File: config.mk
export PLATFORM = sky130hd
export DESIGN_NAME = signed_decimal_glyph_renderer
export DESIGN_NICKNAME = d
export VERILOG_FILES = /design/src/design/sdgr_pkg.sv /design/src/design/signed_decimal_glyph_renderer.sv /design/src/design/sdgr_div10.sv
export SDC_FILE = /design/constraint.sdc
export NUM_CORES = 1
export LEC_CHECK = 0
export ABC_AREA = 1
export BUFFER_PORTS_ARGS = -buffer_cell sky130_fd_sc_hd__clkbuf_2
export CELL_PAD_IN_SITES_DETAIL_PLACEMENT = 1
export CELL_PAD_IN_SITES_GLOBAL_PLACEMENT = 1
export CORE_MARGIN = 10
export CORE_UTILIZATION = 39
export CTS_CLUSTER_SIZE = 28
export DETAILED_ROUTE_END_ITERATION = 12
export GPL_ROUTABILITY_DRIVEN = 0
export PLACE_DENSITY_LB_ADDON = 0.1
export SYNTH_ARGS = -nofsm -noshare
export SYNTH_HDL_FRONTEND = slang
export SYNTH_SLANG_ARGS = --single-unit
File: constraint.sdc
create_clock -name clk -period 2.83 [get_ports clk]
set_clock_uncertainty 0.1 [all_clocks]
set_input_delay 0 -clock clk [delete_from_list [all_inputs] [get_ports clk]]
set_output_delay 0 -clock clk [all_outputs]
set_load 0.01 [all_outputs]
File: src/design/sdgr_pkg.sv
// ----------------------------------------------------------------------------
// Signed decimal glyph renderer package
// Shared widths, display command codes, glyph tables and the status record
// that the serial divide-by-ten unit hands to the top level.
// ----------------------------------------------------------------------------
package sdgr_pkg;

  localparam int VALUE_W = 16;
  localparam int COL_W   = 7;
  localparam int DIGIT_W = 4;

  // Display controller address commands
  localparam logic [7:0] PAGE_CMD     = 8'hB7;
  localparam logic [7:0] COL_LOW_CMD  = 8'h00;
  localparam logic [7:0] COL_HIGH_CMD = 8'h12;

  // Rightmost usable column and reset value of the start column
  localparam logic [COL_W-1:0] COL_MAX      = 7'd101;
  localparam logic [COL_W-1:0] RESET_COLUMN = 7'd80;

  // Divisor of the digit extraction
  localparam logic [DIGIT_W:0] RADIX = 5'd10;

  // Result of one division step sequence
  typedef struct packed {
    logic                 done;
    logic [DIGIT_W-1:0]   digit;
    logic [VALUE_W-1:0]   quot;
  } div_out_t;

  // Column idx of the glyph of a decimal digit; codes above nine are blank.
  function automatic logic [7:0] digit_glyph(input logic [DIGIT_W-1:0] digit,
                                             input logic [1:0] idx);
    logic [31:0] cols;
    cols = 32'h0;
    unique case (digit)
      4'd0:    cols = 32'h007F417F;
      4'd1:    cols = 32'h0004027F;
      4'd2:    cols = 32'h0079494F;
      4'd3:    cols = 32'h0049497F;
      4'd4:    cols = 32'h000F087F;
      4'd5:    cols = 32'h004F4979;
      4'd6:    cols = 32'h007F4979;
      4'd7:    cols = 32'h0003710F;
      4'd8:    cols = 32'h007F497F;
      4'd9:    cols = 32'h004F497F;
      default: cols = 32'h0;
    endcase
    return cols[8*idx +: 8];
  endfunction

  // Column idx of the sign glyph: minus when negative, plus otherwise.
  function automatic logic [7:0] sign_glyph(input logic negative,
                                            input logic [1:0] idx);
    logic [31:0] cols;
    cols = negative ? 32'h00080808 : 32'h00081C08;
    return cols[8*idx +: 8];
  endfunction

endpackage

File: src/design/signed_decimal_glyph_renderer.sv
// ----------------------------------------------------------------------------
// Signed decimal glyph renderer
// Turns a signed 16-bit number into display controller address commands and
// glyph columns, least significant digit first, followed by the sign glyph.
// ----------------------------------------------------------------------------
// Usage:
//   The slave stream takes one signed value per transfer in s_tdata. The
//   master stream sends one byte per transfer: m_tuser is high on address
//   commands, m_tlast marks the final column of the sign glyph. For every
//   digit and for the sign, three commands (page, column low nibble, column
//   high nibble) precede GLYPH_WIDTH glyph columns.
//   The cfg channel writes start_column; it is ready whenever reset is low
//   and must only be written while no value is in progress.
// Sequencing:
//   Each digit takes 16 shift steps of a serial divide-by-ten unit before its
//   glyph is sent. One value is handled at a time; s_tready is high only
//   while idle and out of reset.
// Reset and stalls:
//   Reset drops any value in progress, empties the output register and sets
//   start_column to 80. While m_tvalid is high and m_tready is low the output
//   byte holds and the sequencer waits.
// ----------------------------------------------------------------------------
module signed_decimal_glyph_renderer #(
  parameter int GLYPH_WIDTH = 4
) (
  input  logic                                 clk,
  input  logic                                 rst,
  // Configuration write: start_column
  input  logic                                 cfg_valid,
  output logic                                 cfg_ready,
  input  logic [sdgr_pkg::COL_W-1:0]           cfg_data,
  // Input stream
  input  logic                                 s_tvalid,
  output logic                                 s_tready,
  input  logic signed [sdgr_pkg::VALUE_W-1:0]  s_tdata,   // [15:0] value
  // Output stream
  output logic                                 m_tvalid,
  input  logic                                 m_tready,
  output logic [7:0]                           m_tdata,   // [7:0] out_byte
  output logic                                 m_tuser,   // [0] is_command
  output logic                                 m_tlast    // last_byte
);

  // Step counter covers three commands and the glyph columns.
  localparam int STEP_W = $clog2(GLYPH_WIDTH + 3);
  localparam int ACC_W  = $clog2(128 + GLYPH_WIDTH * 6);
  localparam logic [STEP_W-1:0] LAST_STEP = STEP_W'(GLYPH_WIDTH + 2);
  localparam logic [STEP_W-1:0] CMD_STEPS = STEP_W'(3);

  typedef enum logic [1:0] {
    S_IDLE,
    S_DIV,
    S_EMIT
  } state_t;

  state_t                          state;
  logic [sdgr_pkg::COL_W-1:0]      start_column;
  logic                            negative;
  logic                            doing_sign;
  logic [ACC_W-1:0]                col_acc;
  logic [STEP_W-1:0]               step;

  logic                            accept;
  logic                            emit_fire;
  logic                            div_start;
  logic [sdgr_pkg::VALUE_W-1:0]    magnitude;
  logic [sdgr_pkg::VALUE_W-1:0]    dividend;
  sdgr_pkg::div_out_t              div_res;
  logic [sdgr_pkg::COL_W-1:0]      col;
  logic [STEP_W-1:0]               glyph_off;
  logic [7:0]                      glyph_byte;
  logic [7:0]                      byte_next;
  logic                            cmd_next;
  logic                            last_next;

  assign cfg_ready = !rst;
  assign s_tready  = (state == S_IDLE) && !rst;
  assign accept    = s_tvalid && s_tready;
  assign emit_fire = (state == S_EMIT) && (!m_tvalid || m_tready);

  // Magnitude of the input; the most negative value maps to 0x8000.
  assign magnitude = s_tdata[sdgr_pkg::VALUE_W-1]
                     ? sdgr_pkg::VALUE_W'(~s_tdata + 1'b1)
                     : sdgr_pkg::VALUE_W'(s_tdata);

  // A new division starts on accept or after a digit whose quotient is nonzero.
  always_comb begin
    div_start = 1'b0;
    dividend  = div_res.quot;
    if (accept) begin
      div_start = 1'b1;
      dividend  = magnitude;
    end else if (emit_fire && (step == LAST_STEP) && !doing_sign &&
                 (div_res.quot != '0)) begin
      div_start = 1'b1;
    end
  end

  sdgr_div10 u_div10 (
    .clk      (clk),
    .rst      (rst),
    .start    (div_start),
    .dividend (dividend),
    .result   (div_res)
  );

  // Clamped column of the current glyph.
  assign col = (col_acc > ACC_W'(sdgr_pkg::COL_MAX)) ? sdgr_pkg::COL_MAX
                                                     : sdgr_pkg::COL_W'(col_acc);

  // Glyph column lookup; columns past the fourth are blank.
  always_comb begin
    glyph_off = step - CMD_STEPS;
    if (32'(glyph_off) >= 32'd4) begin
      glyph_byte = 8'h00;
    end else if (doing_sign) begin
      glyph_byte = sdgr_pkg::sign_glyph(negative, glyph_off[1:0]);
    end else begin
      glyph_byte = sdgr_pkg::digit_glyph(div_res.digit, glyph_off[1:0]);
    end
  end

  // Byte for the current step.
  always_comb begin
    cmd_next  = 1'b1;
    last_next = 1'b0;
    priority if (step == STEP_W'(0)) begin
      byte_next = sdgr_pkg::PAGE_CMD;
    end else if (step == STEP_W'(1)) begin
      byte_next = sdgr_pkg::COL_LOW_CMD + {4'h0, col[3:0]};
    end else if (step == STEP_W'(2)) begin
      byte_next = sdgr_pkg::COL_HIGH_CMD + {5'h0, col[6:4]};
    end else begin
      byte_next = glyph_byte;
      cmd_next  = 1'b0;
      last_next = doing_sign && (step == LAST_STEP);
    end
  end

  // Configuration register.
  always_ff @(posedge clk) begin
    if (rst) begin
      start_column <= sdgr_pkg::RESET_COLUMN;
    end else if (cfg_valid && cfg_ready) begin
      start_column <= cfg_data;
    end
  end

  // Sequencer and output register.
  always_ff @(posedge clk) begin
    if (rst) begin
      state      <= S_IDLE;
      m_tvalid   <= 1'b0;
      doing_sign <= 1'b0;
      step       <= '0;
    end else begin
      // Output valid: set by each new byte, cleared once the byte is taken.
      if (emit_fire) begin
        m_tvalid <= 1'b1;
      end else if (m_tready) begin
        m_tvalid <= 1'b0;
      end
      unique case (state)
        S_IDLE: begin
          if (accept) begin
            negative   <= s_tdata[sdgr_pkg::VALUE_W-1];
            col_acc    <= ACC_W'(start_column);
            doing_sign <= 1'b0;
            state      <= S_DIV;
          end
        end
        S_DIV: begin
          if (div_res.done) begin
            step  <= '0;
            state <= S_EMIT;
          end
        end
        S_EMIT: begin
          if (emit_fire) begin
            m_tdata  <= byte_next;
            m_tuser  <= cmd_next;
            m_tlast  <= last_next;
            if (step == LAST_STEP) begin
              step    <= '0;
              col_acc <= col_acc + ACC_W'(GLYPH_WIDTH);
              if (doing_sign) begin
                state <= S_IDLE;
              end else if (div_res.quot == '0) begin
                doing_sign <= 1'b1;
              end else begin
                state <= S_DIV;
              end
            end else begin
              step <= step + 1'b1;
            end
          end
        end
        default: state <= S_IDLE;
      endcase
    end
  end

endmodule

File: src/design/sdgr_div10.sv
// ----------------------------------------------------------------------------
// Serial divide-by-ten unit
// Restoring division of a 16-bit unsigned value by ten, one quotient bit per
// cycle. The remainder is the next decimal digit.
// ----------------------------------------------------------------------------
module sdgr_div10 (
  input  logic                          clk,
  input  logic                          rst,
  input  logic                          start,
  input  logic [sdgr_pkg::VALUE_W-1:0]  dividend,
  output sdgr_pkg::div_out_t            result
);

  localparam int CNT_W = $clog2(sdgr_pkg::VALUE_W);

  logic                          running;
  logic                          done;
  logic [CNT_W-1:0]              cnt;
  logic [sdgr_pkg::VALUE_W-1:0]  quot;
  logic [sdgr_pkg::DIGIT_W-1:0]  rem;

  logic [sdgr_pkg::DIGIT_W:0]    trial;
  logic                          fits;
  logic [sdgr_pkg::DIGIT_W-1:0]  rem_next;

  // One trial subtraction: bring down the next dividend bit.
  always_comb begin
    trial    = {rem, quot[sdgr_pkg::VALUE_W-1]};
    fits     = (trial >= sdgr_pkg::RADIX);
    rem_next = fits ? sdgr_pkg::DIGIT_W'(trial - sdgr_pkg::RADIX)
                    : sdgr_pkg::DIGIT_W'(trial);
  end

  // Control: count sixteen steps and pulse done after the last.
  always_ff @(posedge clk) begin
    if (rst) begin
      running <= 1'b0;
      done    <= 1'b0;
      cnt     <= '0;
    end else begin
      done <= running && !start && (cnt == CNT_W'(sdgr_pkg::VALUE_W - 1));
      if (start) begin
        running <= 1'b1;
        cnt     <= '0;
      end else if (running) begin
        cnt <= cnt + 1'b1;
        if (cnt == CNT_W'(sdgr_pkg::VALUE_W - 1)) begin
          running <= 1'b0;
        end
      end
    end
  end

  // Datapath: the dividend shifts out as quotient bits shift in.
  always_ff @(posedge clk) begin
    if (start) begin
      quot <= dividend;
      rem  <= '0;
    end else if (running) begin
      quot <= {quot[sdgr_pkg::VALUE_W-2:0], fits};
      rem  <= rem_next;
    end
  end

  assign result.done  = done;
  assign result.digit = rem;
  assign result.quot  = quot;

endmodule
* Yosys cells after proc, flatten, opt, wreduce, memory -nomap -nowiden
Memories as Yosys holds them, arrays and structs flattened. A register that Yosys moved wholly into a read port is not among the register bits.
Cells that the tools add are included.
** Cells by class
- Add/subtract/negate cells :: 7
- Order comparisons :: 3
- Equality and inequality tests :: 12
- Shifts and indexed selects :: 2
- Mux-type cells :: 44
- Bitwise logic cells :: 2
- Reduce and logical (&&, ||, !) cells :: 33
** Operator list (number)
- $mux W16 :: 4
- $mux W32 :: 2
- $shiftx A32 B6 Y8 :: 2
- $mux W8 :: 7
- $add A16 B1 Y16 const B :: 1
- $logic_not A16 Y1 :: 1
- $not A16 Y16 :: 1
- $pmux W8 S2 :: 1
- $reduce_bool A16 Y1 :: 1
- $mux W1 :: 13
- $mux W13 :: 1
- $mux W2 :: 6
- $mux W4 :: 3
- $logic_and A1 B1 Y1 :: 10
- $reduce_and A5 Y1 :: 2
- $mux W3 :: 3
- $reduce_and A3 Y1 :: 3
- $add A8 B3 Y8 const B :: 1
- $gt A8 B7 Y1 const B :: 1
- $reduce_bool A2 Y1 :: 4
- $mux W7 :: 1
- $add A5 B3 Y6 const A :: 1
- $ne A2 B2 Y1 const B :: 3
- $pmux W2 S3 :: 1
- other kinds (25) :: 30
** Word-level totals
- Register bits after elaboration :: 59
- Memory bits (read-only) :: 320
- Bits of input ports :: 28
- Word-level logic and storage cells :: 120
- Memories :: 1
** Memories
- (no name shown) :: words 16, width 20, rd ports 1, clocked after Yosys merged registers in 1, wr ports 0, line sdgr_pkg.sv:36 : unique case (digit)

* Depth between registers and ports, before layout
Gate-level depths: netlist of run 1.
- Depth in word-level cells :: 11
- Mapped depth :: 17
- Gate-level depth less buffers :: 17

* Modules after synthesis
Synthesis of run 1 repeated with hierarchy kept, for this count alone.
** Second synthesis, totals
- Cell total of the unflattened synthesis :: 553
- Area, all modules :: 3898.7 sq um
** Modules (own cells, without submodules)
- signed_decimal_glyph_renderer :: times used 1, cells each 419, area an instance 2735.1 sq um, seq. area each 850.8 sq um
- sdgr_div10 :: times used 1, cells each 134, area an instance 1163.6 sq um, seq. area each 680.7 sq um

* Worst setup path after synthesis of run 1
No wires, ideal clock.
- Path type :: reg-to-reg
- From :: register step[0]
- To :: register u_div10.quot[0] in the netlist's numbering (enable)
- Library setup time :: 411 ps
- Arrival :: 2458 ps
- Setup slack :: -139 ps
- Cell stages (with the launch flop) :: 11
- Buffers on the path :: 1
- Period minus slack after synthesis :: 2969 ps
- Path through :: dfxtp_1 inv_1 ha_1 nand2_1 inv_1 nand3_2 nor2_2 nand2_1 nand2_2 buf_6 o21ai_0
** On the way
- Cells in the longest elaborated chain, start to end :: 8
** Ends and longest elaborated chain
- start, declared :: line signed_decimal_glyph_renderer.sv:61 : logic [STEP_W-1:0] step;
- start signal, assigned :: line signed_decimal_glyph_renderer.sv:194 : step <= step + 1'b1;
- $eq A3 B3 Y1 (*) :: line signed_decimal_glyph_renderer.sv:93 : end else if (emit_fire && (step == LAST_STEP) && !doing_sign &&
- $logic_and A1 B1 Y1 (*) (3 in series) :: line signed_decimal_glyph_renderer.sv:93
- $mux W1 (*) :: line signed_decimal_glyph_renderer.sv:93
- $mux W1 (*) :: line signed_decimal_glyph_renderer.sv:90 : if (accept) begin
- $ne A2 B2 Y1 (no line) / $reduce_bool A2 Y1 (equally long branches)
- $reduce_and A2 Y1 (no line) (*)
- end signal, assigned :: line sdgr_div10.sv:57 : quot <= dividend;
- end signal, assigned :: line sdgr_div10.sv:60 : quot <= {quot[sdgr_pkg::VALUE_W-2:0], fits};
- end, declared :: line sdgr_div10.sv:19 : logic [sdgr_pkg::VALUE_W-1:0] quot;
Every way passes the cells marked *; elsewhere a longest branch is shown, timed or not.
A chain may end at the register's enable or synchronous reset.

==> summary.txt, run 1 <==
STA
  – Hold WS: 0.02355 ns
  – Min setup slack post-route: 0.3396 ns
  – Unrepaired setup endpoints after global routing: no
  – Final hold vios: 0
  – Max_slew headroom: 65.39%
  – Crit path time final: 2.490 ns
  – Total Neg Setup Slack: 0 ns
  – Fmax: 0.4015 GHz
  – Final worst path period share: 88.00%
  – Worst-Margin Slew: 0.5172 ns
  – Slew Limit Fails: 0
  – Count of final setup violators: 0

Synthesis
  – Largest cells by area after synthesis: edfxtp_1 (26%), dfxtp_1 (19%), nand2_1 (13%)
  – #FFs+latches synth: 73
  – Sequential area share after synthesis: 45.00%
  – Synthesized cell area: 0.004026 sq mm
  – Syn Inst Count: 519
  – Unique masters post-synth: 38
  – Yosys Warn Count: 0
  – Number of synthesized flops with an enable pin: 35
  – Share of the synthesized area in the top cell type: 26.10%
  – FFs w/ async S/R, synth: 0%
  – Syn_nets: 563
  – Post-synth top area cell: edfxtp_1
  – Avg Inst Size Synth: 7.758 sq um
  – Top post-synthesis cells by count: nand2_1 (144), inv_1 (64), nor2_1 (57), dfxtp_1 (38), edfxtp_1 (35)
  – Most frequent cell after synthesis: nand2_1
  – Top FF cell, synth: dfxtp_1

Clock network
  – # Post-CTS Setup Buffers: 0
  – Worst skew pair latency: 0.35 ns
  – TritonCTS clock tree: yes
  – Number of buffers created by CTS: 9
  – Root buf cell: clkbuf_8
  – CTS Sinks: 73
  – H-tree levels: 3
  – # hold bufs at CTS: 32
  – Resized Gates After CTS: 0
  – Max Root-Sink Buffers: 2
  – CTS clk-pin slew, worst paths: 0.07 ns

Floorplanning
  – Rows: 37
  – Die Span X: 121.6 microns
  – # IOs: 41
  – Core footprint: 0.01018 sq mm
  – Die Height: 121.6 microns
  – Starting Density: 39.53%
  – Die area: 0.01479 sq mm

Min path
  – Hold_sp: s_tdata[15]
  – Worst hold path depth: 1
  – Worst hold path type: in -> reg
  – Hold Path Sink: negative

Route
  – DR vias: 3523
  – WL met1: 4561 microns
  – Routed wire length: 10280 microns
  – Top layer reached by signal wires: met4
  – ANT nets after route: 0
  – Routed wl met2: 5233 microns
  – Routed wire per std cell: 13.98 microns
  – Via density: 4.793
  – 1st-iter DRT viols: 110
  – TritonRoute pass-1 iters: 4
  – Met3 wire length: 306 microns
  – DRC violations left: 0

Global route
  – First-pass GRT wire length: 18000 microns
  – Total global-route track usage: 14.75%
  – Initial antenna violation count: 0
  – Number of global-route vias before repair: 3865
  – GRT overflow: 0
  – Largest net degree at the start of global routing: 31

Pwr
  – Pleak: 0.002261 uW
  – Pwr dens: 637.1 mW/mm^2
  – Maximum vdd ir drop: 0.0002648 V

Critical path
  – Worst Reg-to-Reg Cells: 12
  – R2R Path Start: step[0]
  – Worst R2R Setup Slack: 0.34 ns
  – Crit. End Element: flop
  – Worst endpoint required time: 3.02 ns
  – Worst EP arrival: 2.68 ns
  – Startpoint Class: flop
  – Critical Path Fanout Max: 30
  – Crit path kind: reg -> reg

Finish
  – Area grow syn2layout: 20.82%
  – Final std cells w/o fill: 735
  – Antenna cells: 0
  – Nets: 638
  – Layout fillers: 1291
  – Share of cells above drive strength 1: 14.69%

Job
  – Max cap viols: 0

Place
  – Port Buf Inserts: 40
  – Dpl cells: 687
  – DP Worst Slack: 0.3394 ns
  – HPWL Detailed: 7776 microns

Run status
  – Outcome: complete, no violations
[cells by family (layout without fill, tap and decap cells)]
kind of cell / after synthesis / in the layout / share of synthesized area, %
adders and majority gates: 16 / 16 / 4.972
buffers and inverters: 79 / 159 / 8.390
xor gates and xnor gates: 13 / 13 / 2.828
and+or+nand+nor: 267 / 267 / 28.34
DFF: 73 / 73 / 45.00
AOI/OAI and AO/OA: 71 / 71 / 10.47
[power by group]
part	internal [uW]	leakage [uW]	total [uW]	switching, uW
sequential	1310	0.000639	1400	91.7
clock	450	0.000104	829	379
combinational	311	0.00152	870	559
total	2070	0.00226	3100	1030
[area by class of cell]
type	count	area (sq um)	area share (%)
sequential	73	1812	37.24
inverter	67	251.5	5.170
clock inverter	1	5.005	0.1029
timing repair buffer	76	550.5	11.32
tap	136	170.2	3.498
multi-input combinational	367	1877	38.58
clock buffer	15	198.9	4.090
[cells in the final DEF, fill, tap and decap left out, drive strengths merged]
master | netlist | layout
or2 | 4 | 4
nand2 | 155 | 155
a31oi | 3 | 3
edfxtp | 35 | 35
o21ai | 37 | 37
inv | 66 | 66
nand3b | 1 | 1
nor3 | 10 | 10
clkinv | 1 | 2
buf | 8 | 4
ha | 16 | 16
dlygate4sd3 | 0 | 32
a211oi | 4 | 4
xor2 | 10 | 10
nand4 | 3 | 3
nor2 | 62 | 62
nand3 | 32 | 32
a2111oi | 1 | 1
a21o | 1 | 1
clkbuf | 4 | 55
o31ai | 1 | 1
a21boi | 1 | 1
xnor2 | 3 | 3
a21oi | 20 | 20
a22o | 1 | 1
o21bai | 1 | 1
dfxtp | 38 | 38
o22ai | 1 | 1
[stage by stage]
step                      instance area (sq um)  power [uW]  utilization [%]
after floorplan                            4026        2028                -
after global placement                     4340        2233            42.62
after detailed placement                   4340        2267            42.62
after CTS                                  4865        3139            47.76
after global routing                       4865        3334            47.76
final                                      4865        3099            47.76
[how the worst max path moves through the flow]
stage | startpoint | end | cells after the start
after floorplan | step[0] | u_div10.quot[0] | 10
after global placement | step[0] | flop | 12
after detailed placement | step[0] | flop | 12
after CTS | step[0] | flop | 12
after global routing | step[0] | flop | 12
final | step[0] | flop | 12
[metal layers]
layer  vias up  track usage (%)
li1       1815                -
met1      1649            16.82
met2        44            26.66
met3        15            2.914
met4         0            5.365
met5         -                0
[critical path, cell delays in order (launching register included)]
cell and delay (ns):
dfxtp_1 0.42, inv_1 0.16, ha_1 0.26, nand2_1 0.09, inv_1 0.09, nand3_2 0.08, nor2_2 0.05, a21oi_2 0.19
buf_4 0.36, nand2_2 0.23, nor2_2 0.17, nand2_2 0.13, nand2_1 0.10
No activity file was read; power rests on OpenSTA's default activity.
==> inputs of run 2 (changes only) <==
- RECOVER_POWER: default -> 100
==> run 2 against run 1 <==
Net effect: combinational power down 3.9%; fmax down 0.27%; sequential power about the same; non-clock buffer count unchanged; register-to-register slack about the same; global-route usage unchanged; core utilization down 0.82 points; wire length up 0.40%; cell area down 1.7%; via count up 0.40%; final cell count unchanged.
==> summary.txt, run 2 (same netlist as run 1, synthesis figures left out) <==
Global route
  – Number of global-route vias before repair: 3865 (unchanged)
  – Largest net degree at the start of global routing: 31 (unchanged)
  – Total global-route track usage: 14.75% (unchanged)
  – GRT overflow: 0 (unchanged)
  – Initial antenna violation count: 0 (unchanged)
  – First-pass GRT wire length: 18000 microns (unchanged)

Route
  – Routed wire length: 10320 microns (was 10280 microns)
  – TritonRoute pass-1 iters: 4 (unchanged)
  – Routed wire per std cell: 14.04 microns (was 13.98 microns)
  – ANT nets after route: 0 (unchanged)
  – DRC violations left: 0 (unchanged)
  – 1st-iter DRT viols: 99 (was 110)
  – Via density: 4.812 (was 4.793)
  – DR vias: 3537 (was 3523)

Place
  – Port Buf Inserts: 40 (unchanged)
  – HPWL Detailed: 7776 microns (unchanged)
  – Dpl cells: 687 (unchanged)

Critical path
  – Crit path kind: reg -> reg (unchanged)
  – Critical Path Fanout Max: 16 (was 30)
  – Crit-path max cell delay: 0.42 ns (about the same)
  – Crit. End Element: flop (unchanged)
  – Cell breakdown of the critical path: inv_1, ha_1, nand2_1, inv_1, nand3_2, nor2_1, nand2_1, nand2_2, buf_4, o21ai_0, clkbuf_2 (was inv_1, ha_1, nand2_1, inv_1, nand3_2, nor2_2, a21oi_2, buf_4, nand2_2, nor2_2, nand2_2, nand2_1)
  – CP delay by family, top: buffers and inverters (was simple AND/OR/NAND/NOR gates)
  – Startpoint Class: flop (unchanged)
  – Worst endpoint required time: 2.72 ns (was 3.02 ns)
  – Critical path buffer and inverter count: 4 (was 3)
  – Worst EP arrival: 2.39 ns (was 2.68 ns)
  – Critical path's slowest cell: dfxtp_1 (unchanged)

STA
  – Final worst path period share: 88.24% (was 88.00%)
  – Count of final setup violators: 0 (unchanged)
  – Total Neg Setup Slack: 0 ns (unchanged)
  – Max_slew headroom: 56.39% (was 65.39%)
  – Slew Limit Fails: 0 (unchanged)
  – Unrepaired setup endpoints after global routing: no (unchanged)
  – Final hold vios: 0 (unchanged)
  – Worst-Margin Slew: 0.6541 ns (was 0.5172 ns)
  – Fmax: 0.4004 GHz (was 0.4015 GHz)
  – Crit path time final: 2.497 ns (was 2.490 ns)

Clock network
  – Max Root-Sink Buffers: 2 (unchanged)
  – Resized Gates After CTS: 0 (unchanged)
  – H-tree levels: 3 (unchanged)
  – CTS Sinks: 73 (unchanged)
  – CTS clk-pin slew, worst paths: 0.07 ns (about the same)
  – Root buf cell: clkbuf_8 (unchanged)
  – Number of buffers created by CTS: 9 (unchanged)
  – Worst skew pair latency: 0.35 ns (about the same)
  – TritonCTS clock tree: yes (unchanged)

Floorplanning
  – Die Span X: 121.6 microns (unchanged)
  – Die area: 0.01479 sq mm (unchanged)
  – Core footprint: 0.01018 sq mm (unchanged)
  – Die Height: 121.6 microns (unchanged)
  – Starting Density: 39.53% (unchanged)
  – # IOs: 41 (unchanged)
  – Rows: 37 (unchanged)

Pwr
  – Pleak: 0.002203 uW (was 0.002261 uW)
  – Power Total: 3065 uW (was 3099 uW)
  – Maximum vdd ir drop: 0.0002671 V (was 0.0002648 V)
  – Pwr dens: 641.1 mW/mm^2 (was 637.1 mW/mm^2)

Finish
  – Commonest cells after routing, fill and taps aside: nand2_1 (147), inv_1 (65), nor2_1 (61) (was nand2_1 (144), inv_1 (64), nor2_1 (57))
  – Final Util: 46.94% (was 47.76%)
  – Commonest non-fill, non-tap cell in the layout: nand2_1 (unchanged)
  – Nets: 638 (unchanged)
  – Final std cells w/o fill: 735 (unchanged)
  – Antenna cells: 0 (unchanged)
  – Share of cells above drive strength 1: 9.683% (was 14.69%)
  – Area grow syn2layout: 18.74% (was 20.82%)

Job
  – Max cap viols: 0 (unchanged)

Run status
  – Outcome: complete, no violations (unchanged)

Min path
  – Worst hold path type: in -> reg (unchanged)
[run 2: cell types whose count changed in the layout (fill, tap and decap cells not counted), moves of 2 or more]
cell / delta
clkbuf_1: +16
clkbuf_2: -14
o21ai_0: +7
o21ai_2: -5
nor2_1: +4
nand2_1: +3
nand2_2: -3
buf_4: -2
nor2_2: -2
nor2_4: -2
o21ai_1: -2
[run 2: stage by stage]
step                hold WS [ns]  setup slack, ns  area (sq um)
detailed placement        0.1174           0.3394          4340
global route             0.09352          0.06568          4781
finish                   0.03356           0.3327          4781
CTS                      0.01135           0.3128          4865
global placement          0.1121           0.4473          4340
floorplan              -0.001131           0.2983          4026
[run 2: timing repair]
item	4_1_cts	5_1_grt
hold buffers	32	0
hold endpoints to repair	28	0
buffers inserted	0	0
[run 2: worst register-to-register path: cells and delay by family, from the launching register on]
| family | cells | cell delay [ns] |
|---|---|---|
| buffers and inverters | 4 | 0.83 |
| flip-flops | 1 | 0.42 |
| AND/OR/NAND/NOR | 5 | 0.38 |
| adder cells (fa/ha/maj) | 1 | 0.26 |
| AO/OA/AOI/OAI | 1 | 0.16 |
[run 2: path summary, 6_finish.rpt]
path | startpoint | endpoint | slack [ns] | cells after the start
setup / recovery | step[0] | u_div10.quot[4] | 0.33 | 11
hold / removal | s_tdata[9] | u_div10.quot[9] | 0.03 | 5
setup reg to reg | step[0] | u_div10.quot[4] | 0.33 | 11
hold reg to reg | u_div10.cnt[1] | u_div10.cnt[1] | 0.39 | 2
[run 2: cell type report]
class / instances / area (sq um)
sequential: 73 / 1812
fill: 1296 / 5404
inverter: 67 / 251.5
clock inverter: 1 / 5.005
tap: 136 / 170.2
multi-input combinational: 367 / 1818
timing repair buffer: 76 / 525.5
clock buffer: 15 / 198.9
[run 2: layer usage]
layer  global-route usage (%)  part of all wire, %  routed length (microns)  vias to the layer above
met5                        0                    0                        0                        -
met4                    5.365                  1.7                      177                        0
met3                    2.914                  3.0                      312                       16
met2                    26.66                   51                     5226                       40
met1                    16.82                   45                     4604                     1664
li1                         -                    -                        -                     1817
[run 2: report_power, final]
part	internal (uW)	switching [uW]
registers	1310	90.2
clock network	450	380
logic	291	545
==> inputs of run 3 (changes only) <==
- CORE_UTILIZATION: 39 -> 47
- REMOVE_ABC_BUFFERS: default -> 1
- clock period: 2.83 -> 3.15 ns (I/O delays scaled with it)
==> run 3 against run 2 <==
Net effect: global-route usage grew 3.7 points; clock-buffer cell count fell by 3; wire length increased by 14%; setup slack improved by 0.069 ns; die area shrank 14%; largest cell class unchanged.
==> summary.txt, run 3 (same netlist as run 1, synthesis figures left out) <==
Clock network
  – CTS clk-pin slew, worst paths: 0.08 ns (was 0.07 ns)
  – CTS Sinks: 73 (unchanged)
  – Max Root-Sink Buffers: 2 (unchanged)
  – TritonCTS clock tree: yes (unchanged)
  – Root buf cell: clkbuf_8 (unchanged)
  – Worst skew pair latency: 0.35 ns (about the same)
  – Number of buffers created by CTS: 9 (unchanged)
  – H-tree levels: 3 (unchanged)
  – # Post-CTS Setup Buffers: 0 (unchanged)

Pwr
  – Clock Power Share: 26.0% (was 27.1%)
  – Sequential share of power: 45.6% (about the same)
  – Pleak: 0.002196 uW (was 0.002203 uW)
  – Gate power share: 28.5% (was 27.3%)
  – Net Switching: 978.2 uW (was 1016 uW)
  – Power Internal: 1790 uW (was 2049 uW)
  – Net Sw Frac: 35.33% (was 33.15%)
  – Pwr dens: 584.9 mW/mm^2 (was 641.1 mW/mm^2)
  – Maximum vdd ir drop: 0.0002384 V (was 0.0002671 V)

Run status
  – Outcome: complete, no violations (unchanged)

STA
  – Worst-Margin Slew: 0.6942 ns (was 0.6541 ns)
  – Final hold vios: 0 (unchanged)
  – Fmax: 0.3638 GHz (was 0.4004 GHz)
  – Max_slew headroom: 53.55% (was 56.39%)
  – Final worst path period share: 87.26% (was 88.24%)
  – Count of final setup violators: 0 (unchanged)
  – Total Neg Setup Slack: 0 ns (unchanged)
  – Crit path time final: 2.749 ns (was 2.497 ns)
  – Hold WS: 0.04609 ns (was 0.03356 ns)
  – Unrepaired setup endpoints after global routing: no (unchanged)
  – Slew Limit Fails: 0 (unchanged)

Finish
  – Share of cells above drive strength 1: 10.03% (was 9.683%)
  – Commonest non-fill, non-tap cell in the layout: nand2_1 (unchanged)
  – Final Util: 57.32% (was 46.94%)
  – Layout fillers: 1055 (was 1296)
  – Final std cells w/o fill: 705 (was 735)
  – Final Cell Area: 0.004733 sq mm (was 0.004781 sq mm)
  – Commonest cells after routing, fill and taps aside: nand2_1 (148), inv_1 (65), nor2_1 (59) (was nand2_1 (147), inv_1 (65), nor2_1 (61))
  – Area grow syn2layout: 17.56% (was 18.74%)
  – Nets: 637 (was 638)

Floorplanning
  – Core footprint: 0.008258 sq mm (was 0.01018 sq mm)
  – Die area: 0.01267 sq mm (was 0.01479 sq mm)
  – Die Span X: 112.6 microns (was 121.6 microns)
  – Starting Density: 48.76% (was 39.53%)
  – # IOs: 41 (unchanged)
  – Rows: 33 (was 37)
  – Die Height: 112.6 microns (was 121.6 microns)

Place
  – Port Buf Inserts: 40 (unchanged)
  – HPWL Detailed: 8085 microns (was 7776 microns)
  – Dpl cells: 655 (was 687)
  – Area after DPL: 0.004294 sq mm (was 0.004340 sq mm)

Job
  – Max cap viols: 0 (unchanged)

Critical path
  – Crit path launch: step[0] (unchanged)
  – Worst Reg-to-Reg Cells: 13 (was 11)
  – Worst R2R Setup Slack: 0.40 ns (was 0.33 ns)
  – Crit. End Element: flop (unchanged)
  – Startpoint Class: flop (unchanged)
  – Worst EP arrival: 2.90 ns (was 2.39 ns)
  – Critical Path Fanout Max: 12 (was 16)
  – Crit path kind: reg -> reg (unchanged)
  – R2R Path Start: step[0] (unchanged)
  – Worst endpoint required time: 3.30 ns (was 2.72 ns)

Route
  – TritonRoute pass-1 iters: 4 (unchanged)
  – Via density: 5.189 (was 4.812)
  – Routed wire length: 11720 microns (was 10320 microns)
  – DRC violations left: 0 (unchanged)
  – DR vias: 3658 (was 3537)
  – ANT nets after route: 0 (unchanged)
  – Routed wire per std cell: 16.62 microns (was 14.04 microns)
  – 1st-iter DRT viols: 107 (was 99)

Global route
  – Number of global-route vias before repair: 4033 (was 3865)
  – First-pass GRT wire length: 19330 microns (was 18000 microns)
  – Largest net degree at the start of global routing: 28 (was 31)
  – GRT overflow: 0 (unchanged)
  – Initial antenna violation count: 2 (was 0)
  – Total global-route track usage: 18.40% (was 14.75%)

Min path
  – Worst hold path type: in -> reg (unchanged)
-- run 3: layer usage --
layer / GRT usage, % / up-vias / routed length, microns
met1: 19.92 / 1741 / 4835
met5: 0 / - / 0
met3: 3.408 / 30 / 359
met4: 9.222 / 0 / 386
met2: 33.33 / 72 / 6133
li1: - / 1815 / -
-- run 3: area by class of cell --
class / instances / area [sq um] / area share (%)
multi-input cells: 367 / 1828 / 38.62
clock inverters: 4 / 25.02 / 0.5287
inverters: 67 / 251.5 / 5.313
clock buffers: 12 / 165.2 / 3.489
flip-flops and latches: 73 / 1812 / 38.28
diodes: 2 / 5.005 / 0.1057
repair buffers: 75 / 515.5 / 10.89
well taps: 105 / 131.4 / 2.776
-- run 3: repair_timing --
action / CTS / global route
hold buffers: 32 / 0
hold endpoints to repair: 30 / 0
resized for setup: 0 / 0
-- run 3: stage by stage --
stage	worst slack, ns	power (uW)
4_1_cts	0.5001	2782
2_1_floorplan	0.1375	1798
5_1_grt	0.1373	2947
3_3_place_gp	0.7274	1992
6_report	0.4013	2769
3_5_place_dp	0.5264	2042
-- run 3: worst min path at each step --
stage	startpoint	end	slack, ns	cells past startpoint
6_report	s_tdata[2]	u_div10.quot[2]	0.05	4
5_1_grt	s_tdata[9]	u_div10.quot[9]	0.08	5
3_3_place_gp	cfg_data[4]	start_column[4]	0.12	3
2_1_floorplan	rst	s_tready	-0.06	1
3_5_place_dp	cfg_data[4]	start_column[4]	0.12	3
4_1_cts	cfg_valid	start_column[6]	0.004	4
-- run 3: power groups by stage --
stage / sequential (uW) / clock, uW / combinational, uW
after detailed placement: 1280 / 0 / 764
after global placement: 1280 / 0 / 716
after global routing: 1280 / 767 / 900
after CTS: 1260 / 721 / 803
final: 1260 / 719 / 788
after floorplan: 1250 / 0 / 543
-- run 3: worst max-delay path, stage by stage, from the launching register on --
cell	delay, ns
dfxtp_1	0.45
inv_1	0.18
ha_1	0.26
nand2_1	0.09
inv_1	0.09
nand3_1	0.10
nor2_1	0.07
nand2_1	0.10
nand2_2	0.18
nor2_1	0.36
inv_1	0.17
ha_1	0.25
o21ai_0	0.19
nand2_1	0.07
